===== src/rtl/assert_macros.svh =====
// ---------------------------------------------------------------------------
// Assertion macros
// Shared concurrent assertion helpers; empty when SYNTHESIS is defined.
// ---------------------------------------------------------------------------
`ifndef ASSERT_MACROS_SVH
`define ASSERT_MACROS_SVH

`ifndef SYNTHESIS

// a implies b in the same cycle
`define ASSERT_IMPLIES(label, clk, rst, a, b, msg) \
   label: assert property (@(posedge clk) disable iff (rst) (a) |-> (b)) else $error(msg);

// a implies b in the next cycle
`define ASSERT_NEXT(label, clk, rst, a, b, msg) \
   label: assert property (@(posedge clk) disable iff (rst) (a) |=> (b)) else $error(msg);

// condition never holds
`define ASSERT_NEVER(label, clk, rst, a, msg) \
   label: assert property (@(posedge clk) disable iff (rst) !(a)) else $error(msg);

`else

`define ASSERT_IMPLIES(label, clk, rst, a, b, msg)
`define ASSERT_NEXT(label, clk, rst, a, b, msg)
`define ASSERT_NEVER(label, clk, rst, a, msg)

`endif

`endif


===== src/rtl/aenc_pkg.sv =====
// ---------------------------------------------------------------------------
// aenc_pkg
// Types, codes and token tables for the Accept-Encoding selector.
// ---------------------------------------------------------------------------
package aenc_pkg;

   // byte classes from the front end
   localparam logic [1:0] KIND_TEXT  = 2'd0;
   localparam logic [1:0] KIND_COMMA = 2'd1;
   localparam logic [1:0] KIND_SEMI  = 2'd2;
   localparam logic [1:0] KIND_SPACE = 2'd3;

   // result codes
   localparam logic [1:0] ENC_IDENTITY = 2'd0;
   localparam logic [1:0] ENC_GZIP     = 2'd1;
   localparam logic [1:0] ENC_DEFLATE  = 2'd2;

   // candidate / allowed bit positions
   localparam int CAND_GZIP    = 0;
   localparam int CAND_DEFLATE = 1;
   localparam int CAND_STAR    = 2;

   // quality search phases
   localparam logic [1:0] PHASE_SEEK  = 2'd0;
   localparam logic [1:0] PHASE_Q     = 2'd1;
   localparam logic [1:0] PHASE_VALUE = 2'd2;

   // value start kinds
   localparam logic [1:0] VSK_EMPTY = 2'd0;
   localparam logic [1:0] VSK_ZERO  = 2'd1;
   localparam logic [1:0] VSK_OTHER = 2'd2;

   localparam logic [3:0] GZIP_LEN      = 4'd4;
   localparam logic [3:0] DEFLATE_LEN   = 4'd7;
   localparam logic [3:0] STAR_LEN      = 4'd1;
   localparam logic [3:0] TOKEN_LEN_MAX = 4'd8;

   localparam logic [7:0] CHAR_STAR  = 8'h2A;
   localparam logic [7:0] CHAR_COMMA = 8'h2C;
   localparam logic [7:0] CHAR_SEMI  = 8'h3B;
   localparam logic [7:0] CHAR_ZERO  = 8'h30;
   localparam logic [7:0] CHAR_ONE   = 8'h31;
   localparam logic [7:0] CHAR_NINE  = 8'h39;
   localparam logic [7:0] CHAR_EQ    = 8'h3D;
   localparam logic [7:0] CHAR_Q     = 8'h71;

   localparam int AENC_QUEUE_DEPTH = 2;

   typedef struct packed {
      logic [1:0] kind;
      logic [7:0] lower;      // A-Z folded to lower case
      logic       is_q;       // case-sensitive 'q'
      logic       is_eq;
      logic       is_zero;
      logic       is_nz_digit;
      logic       last;
   } aenc_item_type;

   function automatic logic [7:0] gzip_char(input logic [1:0] pos);
      logic [7:0] c;
      case (pos)
         2'd0:    c = 8'h67;
         2'd1:    c = 8'h7A;
         2'd2:    c = 8'h69;
         default: c = 8'h70;
      endcase
      return c;
   endfunction

   function automatic logic [7:0] deflate_char(input logic [2:0] pos);
      logic [7:0] c;
      case (pos)
         3'd0:    c = 8'h64;
         3'd1:    c = 8'h65;
         3'd2:    c = 8'h66;
         3'd3:    c = 8'h6C;
         3'd4:    c = 8'h61;
         3'd5:    c = 8'h74;
         3'd6:    c = 8'h65;
         default: c = 8'h00;
      endcase
      return c;
   endfunction

endpackage


===== src/rtl/aenc_front.sv =====
// ---------------------------------------------------------------------------
// aenc_front
// Accepts header bytes and classifies them for the back end.
// ---------------------------------------------------------------------------
module aenc_front
   import aenc_pkg::*;
(
   input  logic          req_tvalid,
   output logic          req_tready,
   input  logic [7:0]    req_tdata,   // [7:0] header_byte
   input  logic          req_tlast,   // last_byte
   input  logic          q_ready,
   output logic          q_push,
   output aenc_item_type q_item
);

   logic is_upper;
   logic is_space;

   assign req_tready = q_ready;
   assign q_push     = req_tvalid & q_ready;

   assign is_upper = (req_tdata >= 8'h41) && (req_tdata <= 8'h5A);
   assign is_space = (req_tdata == 8'h20) || ((req_tdata >= 8'h09) && (req_tdata <= 8'h0D));

   always_comb begin
      q_item.lower       = is_upper ? (req_tdata | 8'h20) : req_tdata;
      q_item.is_q        = (req_tdata == CHAR_Q);
      q_item.is_eq       = (req_tdata == CHAR_EQ);
      q_item.is_zero     = (req_tdata == CHAR_ZERO);
      q_item.is_nz_digit = (req_tdata >= CHAR_ONE) && (req_tdata <= CHAR_NINE);
      q_item.last        = req_tlast;
      if (req_tdata == CHAR_COMMA) begin
         q_item.kind = KIND_COMMA;
      end else if (req_tdata == CHAR_SEMI) begin
         q_item.kind = KIND_SEMI;
      end else if (is_space) begin
         q_item.kind = KIND_SPACE;
      end else begin
         q_item.kind = KIND_TEXT;
      end
   end

endmodule


===== src/rtl/aenc_queue.sv =====
// ---------------------------------------------------------------------------
// aenc_queue
// Small FIFO of classified bytes between front and back end.
// ---------------------------------------------------------------------------
`include "assert_macros.svh"

module aenc_queue
   import aenc_pkg::*;
#(
   parameter int DEPTH = AENC_QUEUE_DEPTH
)
(
   input  logic          clock,
   input  logic          reset,
   input  logic          push,
   input  aenc_item_type push_item,
   output logic          ready,
   input  logic          pop,
   output logic          valid,
   output aenc_item_type pop_item
);

   localparam int PW = (DEPTH > 1) ? $clog2(DEPTH) : 1;
   localparam int CW = $clog2(DEPTH + 1);
   localparam logic [PW-1:0] LAST_PTR = PW'(DEPTH - 1);
   localparam logic [CW-1:0] FULL_CNT = CW'(DEPTH);

   aenc_item_type   store_ff [DEPTH];
   logic [PW-1:0]   wr_ptr_ff, wr_ptr_in;
   logic [PW-1:0]   rd_ptr_ff, rd_ptr_in;
   logic [CW-1:0]   count_ff, count_in;

   assign ready    = (count_ff != FULL_CNT);
   assign valid    = (count_ff != '0);
   assign pop_item = store_ff[rd_ptr_ff];

   always_comb begin
      wr_ptr_in = wr_ptr_ff;
      rd_ptr_in = rd_ptr_ff;
      count_in  = count_ff;
      if (push) begin
         wr_ptr_in = (wr_ptr_ff == LAST_PTR) ? '0 : wr_ptr_ff + 1'b1;
      end
      if (pop) begin
         rd_ptr_in = (rd_ptr_ff == LAST_PTR) ? '0 : rd_ptr_ff + 1'b1;
      end
      case ({push, pop})
         2'b10:   count_in = count_ff + 1'b1;
         2'b01:   count_in = count_ff - 1'b1;
         default: count_in = count_ff;
      endcase
   end

   always_ff @(posedge clock) begin
      if (reset) begin
         wr_ptr_ff <= '0;
         rd_ptr_ff <= '0;
         count_ff  <= '0;
      end else begin
         wr_ptr_ff <= wr_ptr_in;
         rd_ptr_ff <= rd_ptr_in;
         count_ff  <= count_in;
      end
   end

   always_ff @(posedge clock) begin
      if (push) begin
         store_ff[wr_ptr_ff] <= push_item;
      end
   end

   `ASSERT_NEVER(a_q_overflow, clock, reset, push && !ready, "queue push while full")
   `ASSERT_NEVER(a_q_underflow, clock, reset, pop && !valid, "queue pop while empty")
   `ASSERT_IMPLIES(a_q_ptrs, clock, reset, count_ff == '0, wr_ptr_ff == rd_ptr_ff, "pointer mismatch when empty")

endmodule


===== src/rtl/aenc_back.sv =====
// ---------------------------------------------------------------------------
// aenc_back
// Per-entry parse state, allowed flags and the registered result.
// ---------------------------------------------------------------------------
`include "assert_macros.svh"

module aenc_back
   import aenc_pkg::*;
(
   input  logic          clock,
   input  logic          reset,
   input  logic          q_valid,
   input  aenc_item_type q_item,
   output logic          q_pop,
   output logic          rsp_tvalid,
   input  logic          rsp_tready,
   output logic [7:0]    rsp_tdata    // [1:0] selected_encoding, [7:2] zero
);

   logic       param_ff, param_in, upd_param;
   logic [2:0] cand_ff, cand_in, upd_cand;
   logic [3:0] len_ff, len_in, upd_len;
   logic [1:0] phase_ff, phase_in, upd_phase;
   logic [1:0] vsk_ff, vsk_in, upd_vsk;
   logic       nz_ff, nz_in, upd_nz;
   logic [2:0] allowed_ff, allowed_in, allowed_next;
   logic       rsp_valid_ff, rsp_valid_in;
   logic [1:0] rsp_enc_ff, rsp_enc_in;

   logic       is_comma, closing, rejected;
   logic [2:0] cl_cand, hits, tok_match;
   logic [3:0] cl_len;
   logic [1:0] cl_vsk;
   logic       cl_nz;
   logic [1:0] sel;

   // a last byte may only go once the result register is free
   assign q_pop      = q_valid && (!q_item.last || !rsp_valid_ff || rsp_tready);
   assign rsp_tvalid = rsp_valid_ff;
   assign rsp_tdata  = {6'b0, rsp_enc_ff};
   assign is_comma   = (q_item.kind == KIND_COMMA);
   assign closing    = is_comma || q_item.last;

   always_comb begin
      tok_match[CAND_GZIP]    = (len_ff < GZIP_LEN) && (q_item.lower == gzip_char(len_ff[1:0]));
      tok_match[CAND_DEFLATE] = (len_ff < DEFLATE_LEN)
                                && (q_item.lower == deflate_char(len_ff[2:0]));
      tok_match[CAND_STAR]    = (len_ff == '0) && (q_item.lower == CHAR_STAR);
   end

   // entry state after this byte
   always_comb begin
      upd_param = param_ff;
      upd_cand  = cand_ff;
      upd_len   = len_ff;
      upd_phase = phase_ff;
      upd_vsk   = vsk_ff;
      upd_nz    = nz_ff;
      if (is_comma) begin
         upd_param = param_ff;
      end else if (param_ff) begin
         case (phase_ff)
            PHASE_VALUE: begin
               if (vsk_ff == VSK_EMPTY) begin
                  upd_vsk = q_item.is_zero ? VSK_ZERO : VSK_OTHER;
               end
               upd_nz = nz_ff | q_item.is_nz_digit;
            end
            PHASE_Q: begin
               if (q_item.is_eq) begin
                  upd_phase = PHASE_VALUE;
               end else if (!q_item.is_q) begin
                  upd_phase = PHASE_SEEK;
               end
            end
            default: begin
               if (q_item.is_q) begin
                  upd_phase = PHASE_Q;
               end
            end
         endcase
      end else begin
         case (q_item.kind)
            KIND_SEMI:  upd_param = 1'b1;
            KIND_SPACE: upd_param = param_ff;
            default: begin
               upd_cand = cand_ff & tok_match;
               if (len_ff < TOKEN_LEN_MAX) begin
                  upd_len = len_ff + 1'b1;
               end
            end
         endcase
      end
   end

   // entry closing: a comma closes the entry as it stood before the comma
   always_comb begin
      cl_cand  = is_comma ? cand_ff : upd_cand;
      cl_len   = is_comma ? len_ff  : upd_len;
      cl_vsk   = is_comma ? vsk_ff  : upd_vsk;
      cl_nz    = is_comma ? nz_ff   : upd_nz;
      rejected = (cl_vsk == VSK_ZERO) && !cl_nz;
      hits[CAND_GZIP]    = cl_cand[CAND_GZIP]    && (cl_len == GZIP_LEN);
      hits[CAND_DEFLATE] = cl_cand[CAND_DEFLATE] && (cl_len == DEFLATE_LEN);
      hits[CAND_STAR]    = cl_cand[CAND_STAR]    && (cl_len == STAR_LEN);
      allowed_next = (closing && !rejected) ? (allowed_ff | hits) : allowed_ff;
      if (allowed_next[CAND_GZIP]) begin
         sel = ENC_GZIP;
      end else if (allowed_next[CAND_DEFLATE]) begin
         sel = ENC_DEFLATE;
      end else if (allowed_next[CAND_STAR]) begin
         sel = ENC_GZIP;
      end else begin
         sel = ENC_IDENTITY;
      end
   end

   always_comb begin
      param_in     = param_ff;
      cand_in      = cand_ff;
      len_in       = len_ff;
      phase_in     = phase_ff;
      vsk_in       = vsk_ff;
      nz_in        = nz_ff;
      allowed_in   = allowed_ff;
      rsp_valid_in = rsp_valid_ff && !rsp_tready;
      rsp_enc_in   = rsp_enc_ff;
      if (q_pop) begin
         if (closing) begin
            param_in = 1'b0;
            cand_in  = 3'b111;
            len_in   = '0;
            phase_in = PHASE_SEEK;
            vsk_in   = VSK_EMPTY;
            nz_in    = 1'b0;
         end else begin
            param_in = upd_param;
            cand_in  = upd_cand;
            len_in   = upd_len;
            phase_in = upd_phase;
            vsk_in   = upd_vsk;
            nz_in    = upd_nz;
         end
         if (q_item.last) begin
            allowed_in   = '0;
            rsp_valid_in = 1'b1;
            rsp_enc_in   = sel;
         end else begin
            allowed_in = allowed_next;
         end
      end
   end

   always_ff @(posedge clock) begin
      if (reset) begin
         param_ff     <= 1'b0;
         cand_ff      <= 3'b111;
         len_ff       <= '0;
         phase_ff     <= PHASE_SEEK;
         vsk_ff       <= VSK_EMPTY;
         nz_ff        <= 1'b0;
         allowed_ff   <= '0;
         rsp_valid_ff <= 1'b0;
      end else begin
         param_ff     <= param_in;
         cand_ff      <= cand_in;
         len_ff       <= len_in;
         phase_ff     <= phase_in;
         vsk_ff       <= vsk_in;
         nz_ff        <= nz_in;
         allowed_ff   <= allowed_in;
         rsp_valid_ff <= rsp_valid_in;
      end
   end

   always_ff @(posedge clock) begin
      rsp_enc_ff <= rsp_enc_in;
   end

   `ASSERT_NEXT(a_last_clears, clock, reset, q_pop && q_item.last, allowed_ff == '0 && len_ff == '0, "state not cleared after last byte")
   `ASSERT_NEVER(a_no_overwrite, clock, reset, q_pop && q_item.last && rsp_valid_ff && !rsp_tready, "result overwritten while stalled")
   `ASSERT_NEVER(a_enc_range, clock, reset, rsp_valid_ff && rsp_enc_ff == 2'd3, "invalid encoding code")
   `ASSERT_NEVER(a_len_sat, clock, reset, len_ff > TOKEN_LEN_MAX, "token length past saturation")

endmodule


===== src/rtl/accept_encoding_selector_top.sv =====
// ---------------------------------------------------------------------------
// accept_encoding_selector_top
// Picks a content coding from a streamed Accept-Encoding header value.
// ---------------------------------------------------------------------------
// Usage:
//   req_* carries one header character per transfer, req_tlast on the final
//   character. rsp_* carries one result per header: rsp_tdata[1:0] is
//   0 identity, 1 gzip, 2 deflate.
//   Throughput: one character per cycle, unless a last character is held
//   back by a pending result (see Stall). The front end classifies each
//   character into a small queue; the back end consumes one queue entry
//   per cycle under the same condition.
//   Result path: the last character is written into the queue, and the
//   result register loads as that character leaves the queue.
//   Stall: the result register holds until rsp_tready. While it waits the
//   back end keeps consuming characters of the next header; only a second
//   last character waits, and the queue fills before req_tready drops.
//   Reset: synchronous, active high; clears the queue, the parse state, the
//   allowed flags and the pending result.
// ---------------------------------------------------------------------------
module accept_encoding_selector_top
   import aenc_pkg::*;
#(
   parameter int QUEUE_DEPTH = AENC_QUEUE_DEPTH
)
(
   input  logic       clock,
   input  logic       reset,
   input  logic       req_tvalid,
   output logic       req_tready,
   input  logic [7:0] req_tdata,    // [7:0] header_byte
   input  logic       req_tlast,    // last_byte
   output logic       rsp_tvalid,
   input  logic       rsp_tready,
   output logic [7:0] rsp_tdata     // [1:0] selected_encoding, [7:2] zero
);

   logic          q_push, q_ready, q_pop, q_valid;
   aenc_item_type push_item, pop_item;

   aenc_front u_front (
      .req_tvalid (req_tvalid),
      .req_tready (req_tready),
      .req_tdata  (req_tdata),
      .req_tlast  (req_tlast),
      .q_ready    (q_ready),
      .q_push     (q_push),
      .q_item     (push_item)
   );

   aenc_queue #(
      .DEPTH (QUEUE_DEPTH)
   ) u_queue (
      .clock     (clock),
      .reset     (reset),
      .push      (q_push),
      .push_item (push_item),
      .ready     (q_ready),
      .pop       (q_pop),
      .valid     (q_valid),
      .pop_item  (pop_item)
   );

   aenc_back u_back (
      .clock      (clock),
      .reset      (reset),
      .q_valid    (q_valid),
      .q_item     (pop_item),
      .q_pop      (q_pop),
      .rsp_tvalid (rsp_tvalid),
      .rsp_tready (rsp_tready),
      .rsp_tdata  (rsp_tdata)
   );

endmodule


===== config.mk =====
export PLATFORM = sky130hd
export DESIGN_NAME = accept_encoding_selector_top
export DESIGN_NICKNAME = d
export VERILOG_FILES = /design/src/rtl/aenc_pkg.sv /design/src/rtl/aenc_front.sv /design/src/rtl/aenc_queue.sv /design/src/rtl/aenc_back.sv /design/src/rtl/accept_encoding_selector_top.sv
export VERILOG_INCLUDE_DIRS = /design/src /design/src/rtl
export SDC_FILE = /design/constraint.sdc
export NUM_CORES = 1
export LEC_CHECK = 0
export ABC_AREA = 1
export BUFFER_PORTS_ARGS = -buffer_cell sky130_fd_sc_hd__buf_2
export CELL_PAD_IN_SITES_DETAIL_PLACEMENT = 1
export CELL_PAD_IN_SITES_GLOBAL_PLACEMENT = 1
export CORE_MARGIN = 3
export CORE_UTILIZATION = 46
export CTS_BUF_LIST = sky130_fd_sc_hd__clkbuf_4 sky130_fd_sc_hd__clkbuf_8
export CTS_CLUSTER_DIAMETER = 30
export DETAILED_ROUTE_END_ITERATION = 12
export PLACE_DENSITY_LB_ADDON = 0.1
export SKIP_LAST_GASP = 1
export SLEW_MARGIN = 20
export SYNTH_ARGS = -nofsm -noshare
export SYNTH_HDL_FRONTEND = slang
export SYNTH_SLANG_ARGS = --single-unit

===== constraint.sdc =====
create_clock -name clock -period 2.2 [get_ports clock]
set_input_delay 0.22 -clock clock [delete_from_list [all_inputs] [get_ports clock]]
set_output_delay 0.22 -clock clock [all_outputs]
set_load 0.02 [all_outputs]

==> metrics, run 1 <==
slowest CP cell=dfxtp_2; Reg clk slew, reported paths=0.10 ns; Initial DRC Count=58; post-synthesis async set-or-reset flop share=0; Post-synth top cells=nand2_1, inv_1, nor2_1; final instance area=3426 um^2; Worst setup SP type=flop; GP Congestion=~0.84; DPL Wire Length=5748 um; CP cell instances=inv_1 > ha_1 > o21ai_1 > nand3_1 > nand2_1 > nand2_1 > nand2_1 > inv_1 > nand3_1 > nand2_1 > nand2_1 > nor2_1 > nor2_1 > nor2_1; starting density of the core=0.4835; Most used DFF post-synth=edfxtp_1; VDD IR max=~0.64 mV; top-count cell post-synth=nand2_1; Tcrit/Tclk final=0.9236; DR vias=about 2700; top-area cell type share of the netlist area=0.3060; number of synthesized register bits=54; FF/Latch Area=1404 um^2; DIE WIDTH=88.63 um; RSZ-0062 raised after global routing=true; buffers added on ports=16; hold path depth=1; most used cell, CP=nand2_1; Final TNS setup=0 ns; Clock Skews=0.009803 ns; H-tree Lvls=2; Tightest Hold Check Type=input port to flop; Arrival @ worst endpoint=2.11 ns; WP depth=14; Worst path max stage delay=0.40 ns; number of hold buffers added after CTS=0; Max-cap violations=0; Detailed Routing Iterations Pass 1=4; drt wl/cell=13.96 um; fraction of layout cells with a size suffix above 1=0.1445; crit end category=flop; Distinct cells, synth=37; Post-synth EDFFs=32; die area=7854 um^2; Top Family by Delay on Critical Path=simple AND/OR/NAND/NOR gates; Antenna diodes=0; final hold violation count=0; Ys Warns=0; Synth Instances=420; buffer and inverter count on the worst path=2; fill count=860; core box area=6495 um^2; Pwr Total=3.608 mW; P&R area growth vs syn=9.084%; Mean Syn Cell Area=7.477 um^2; final WL=roughly 7300 um; status=finished clean; initial antenna violation count=0; Seq/Total Area, Yosys=0.4462; clock sinks=54; largest net degree at the start of global routing=22; post-route ant nets=0; top post-synthesis cells by area=edfxtp_1, nand2_1, dfxtp_1; Power Density=1053 nW/um^2; GRT Overall Usage=0.2030; Min Clock Period, post-route=2.032 ns; fmax=0.4922 GHz; Max Buffers Root-to-Sink=2; multi-input logic area=1445 um^2; Slew Limit Fails=0; Inst Count DP=512; number of global-route vias before repair=about 2700; Worst Path Required=between 2 and 2.5 ns; first-pass GRT wire length=approximately 12000 um; area of placed instances=roughly 3300 um^2; synthesized area=3141 um^2; final setup fails=0; WS Path Type=flop to flop; TritonCTS buffer count=5; WHS=0.09691 ns; row count=29; Root Driver=clkbuf_8; IO Count=23; Synth area leader=edfxtp_1; Chip Height=88.63 um; P_leak=1.563 nW; final cell count without fillers=520; crit-path max FO=7; Via density=5.187; worst-skew pair later-pin latency=0.31 ns; DRC viols=0; CTS tree=done; NumNets Final=between 400 and 500; Congestion Overflow GR=0; Reg2Reg Depth=14
logic make-up after synthesis:
family,share of synthesized area
AOI/OAI and AO/OA,0.09442
adders and majority gates,0.03187
buffers and inverters,0.1048
DFF,0.4462
muxes,0.003187
other,0.001194
and+or+nand+nor,0.3183
layout by cell type (no fill, tap or decap), drive strengths merged:
master   instances
nand2          132
edfxtp          32
conb             6
o211ai           2
nand4            5
a2bb2oi          1
a31oi            1
or2              2
clkbuf           5
nor4             1
buf             23
nor3             7
a21oi           19
nand3           30
a22oi            2
inv             60
mux2i            1
o21ai           22
o31ai            2
clkinv           1
nand3b           1
nor2            56
ha               8
bufinv           1
a41oi            1
dfxtp           22
per-stage QoR:
stage / worst slack (ns) / utilization
2_1_floorplan: 0.2929 / -
3_3_place_gp: 0.1211 / 0.5070
3_5_place_dp: 0.01782 / 0.5070
4_1_cts: 0.01370 / 0.5242
5_1_grt: -0.03220 / 0.5275
6_report: 0.1682 / 0.5275
per-layer routing:
metal / routed length (um) / global-route usage / vias to the layer above
met4: 59 / 0.04945 / 0
met5: 0 / 0 / -
met2: 3513 / 0.3482 / 31
li1: - / - / 1383
met3: 168 / 0.03352 / 5
met1: 3516 / 0.2676 / 1278
where the power goes:
group	leakage (nW)	switching [mW]	total (mW)	internal, mW
sequential	0.483	0.0854	1.34	1.25
clock	0.0562	0.331	0.671	0.340
combinational	1.02	1.09	1.60	0.508
total	1.56	1.51	3.61	2.10
what timing repair did:
item / in CTS / in global routing
setup buffers: 0 / 0
setup endpoints to repair: 0 / 4
endpoints found under the hold margin: 0 / 0
resized for setup: 0 / 12
final timing paths:
kind / startpoint / endpoint / slack, ns
worst min-delay path: req_tlast / u_queue.store_ff[0][0] / 0.1
worst max register to register: u_back.len_ff[1] / u_back.rsp_enc_ff[1] / 0.17
worst max-delay path: u_back.len_ff[1] / u_back.rsp_enc_ff[1] / 0.17
worst min register to register: u_queue.rd_ptr_ff / flop / 0.47
layout make-up:
| class | count | area share |
|---|---|---|
| clock buffer | 5 | 0.02009 |
| clock inverter | 3 | 0.01242 |
| inverter | 59 | 0.06538 |
| multi-input combinational | 299 | 0.4218 |
| sequential | 54 | 0.4098 |
| tap | 77 | 0.02812 |
| timing repair buffer | 23 | 0.04237 |
registers in the layout, summed over array words and instances, names as in the netlist, named ones only:
| register | count |
|---|---|
| u_queue.wr_ptr_ff | 1 |
| u_back.rsp_tvalid | 1 |
| u_back.allowed_ff | 3 |
| u_queue.count_ff | 2 |
| u_back.param_ff | 1 |
| u_back.nz_ff | 1 |
| u_queue.rd_ptr_ff | 1 |
| u_back.phase_ff | 2 |
| u_back.len_ff | 4 |
| u_back.vsk_ff | 2 |
| u_back.cand_ff | 3 |
| u_queue.store_ff | 30 |
| u_back.rsp_enc_ff | 2 |
Power figures use the tool's default switching activity.
==> run 2: changes to the inputs <==
CORE_UTILIZATION = 38   (was 46)
GPL_TIMING_DRIVEN = 1   (was unset)
==> run 2 against run 1 <==
Die area rose by 20%. Fmax grew 1.5%. Flip-flop and latch count unchanged. Routed wire length grew 0.94%. Final cell count up 5.2%. Via count is 0.15% higher. Power is 0.89% higher. Sequential share of layout area shrank 0.61 points. Non-clock buffer count rose by 2. Critical endpoint unchanged. Clock skew hardly changed.
==> metrics, run 2 (synthesis results as in run 1) <==
die area=9392 um^2; GRT Overall Usage=0.1617; DR vias=2701; DIE WIDTH=96.91 um; Initial DRC Count=74; fill count=994; Largest register FFs=30; FF/Latch Area=around 1400 um^2; Root Driver=clkbuf_8; post-route ant nets=0; WS Path Type=flop to flop; TritonCTS buffer count=5; P&R area growth vs syn=10.84%; Max-cap violations=0; first-pass GRT wire length=between 10000 and 15000 um; Largest Register=u_queue.store_ff; Worst path max stage delay=0.39 ns; Power Density=1046 nW/um^2; NumNets Final=465; Min Clock Period, post-route=2.003 ns; Tcrit/Tclk final=0.9103; multi-input logic area=about 1500 um^2; CTS tree=done; Worst setup SP type=flop; drt wl/cell=about 13 um; Post-CTS Setup Inserts=0; final setup fails=0; final WL=7325 um; DRC viols=0; fraction of layout cells with a size suffix above 1=0.1573; clock sinks=54; Final TNS setup=0 ns; Slew Limit Fails=0; final hold violation count=0; H-tree Lvls=2; Antenna diodes=0; initial antenna violation count=0; status=finished clean; crit-path max FO=7; Tightest Hold Check Type=input port to flop; largest net degree at the start of global routing=17; buffers added on ports=16; Detailed Routing Iterations Pass 1=4; Worst Path Required=roughly 2.3 ns; fmax=between 0.4 and 0.5 GHz; crit end category=flop; commonest non-fill, non-tap cell in the layout=nand2_1; GP Congestion=0.8358; Via density=4.938; Reg clk slew, reported paths=~0.09 ns; commonest cells after routing, fill and taps aside=nand2_1, inv_1, nor2_1; Arrival @ worst endpoint=2.08 ns; IO Count=23; Congestion Overflow GR=0; Pwr Total=3.640 mW; VDD IR max=0.5069 mV; number of hold buffers added after CTS=0; most used cell, CP=nand2_1; Chip Height=96.91 um; slowest CP cell=dfxtp_2; Clock Skews=0.009603 ns; leading registers by flop count=u_queue.store_ff x30, u_back.len_ff x4; P_leak=1.576 nW; CP cell instances=inv_1 > ha_1 > o21ai_1 > nand3_1 > nand2_1 > nand2_1 > nand2_1 > inv_1 > nand3_2 > nand2_1 > nand2_1 > nor2_1 > nor2_1 > nor2_1; number of global-route vias before repair=2697; DPL Wire Length=5836 um; Max Buffers Root-to-Sink=2; core box area=7888 um^2; starting density of the core=0.3982; worst-skew pair later-pin latency=0.31 ns; row count=32
-- run 2: path summary, 6_finish.rpt --
check                    startpoint                      to  slack [ns]  cells after the start
setup / recovery   u_back.len_ff[1]    u_back.rsp_enc_ff[1]        0.20                     14
hold reg to reg   u_queue.rd_ptr_ff                    flop        0.46                      1
hold / removal            req_tlast  u_queue.store_ff[0][0]         0.1                      1
setup reg to reg   u_back.len_ff[1]    u_back.rsp_enc_ff[1]        0.20                     14
-- run 2: layout make-up --
| cell class | instances | share of cell area |
|---|---|---|
| sequential | 54 | 0.4037 |
| inverter | 59 | 0.06434 |
| clock buffer | 7 | 0.02588 |
| clock inverter | 1 | 0.008627 |
| multi-input combinational | 299 | 0.4173 |
| timing repair buffer | 25 | 0.04349 |
| tap | 102 | 0.03666 |
-- run 2: timing repair --
action                                  in CTS  in global routing
gates resized for setup                      3                 12
endpoints found under the setup margin       2                  5
pin swaps                                    0                  1
-- run 2: power by group --
group	switching, mW	internal [mW]	leakage [nW]
clock	0.309	0.384	0.0619
sequential	0.0832	1.26	0.484
combinational	1.10	0.513	1.03
total	1.49	2.15	1.58
-- run 2: metrics by stage --
stage	cell area [um^2]	hold slack, ns	instances	worst slack (ns)	utilization
2_1_floorplan	3159	0.3189	425	0.2929	-
3_3_place_gp	3327	0.4105	539	0.06296	0.4218
3_5_place_dp	3327	0.4122	539	-0.05529	0.4218
4_1_cts	3453	0.08139	547	0.03504	0.4378
5_1_grt	3481	0.08258	547	-0.002346	0.4413
6_report	3481	0.09733	547	0.1974	0.4413
-- run 2: per-layer routing --
metal  share of wire  vias up  GRT usage
met5               0        -          0
met4           0.014        0    0.04212
met3           0.030       10    0.02740
met2            0.47       34     0.2659
met1            0.49     1276     0.2207
li1                -     1381          -
-- run 2: critical path: cells and delay by family, from the launching register on --
family | cells | cell delay [ns]
buf+inv | 2 | 0.16
simple gates | 10 | 0.79
compound gates | 1 | 0.18
fa+ha+maj | 1 | 0.24
flops | 1 | 0.39
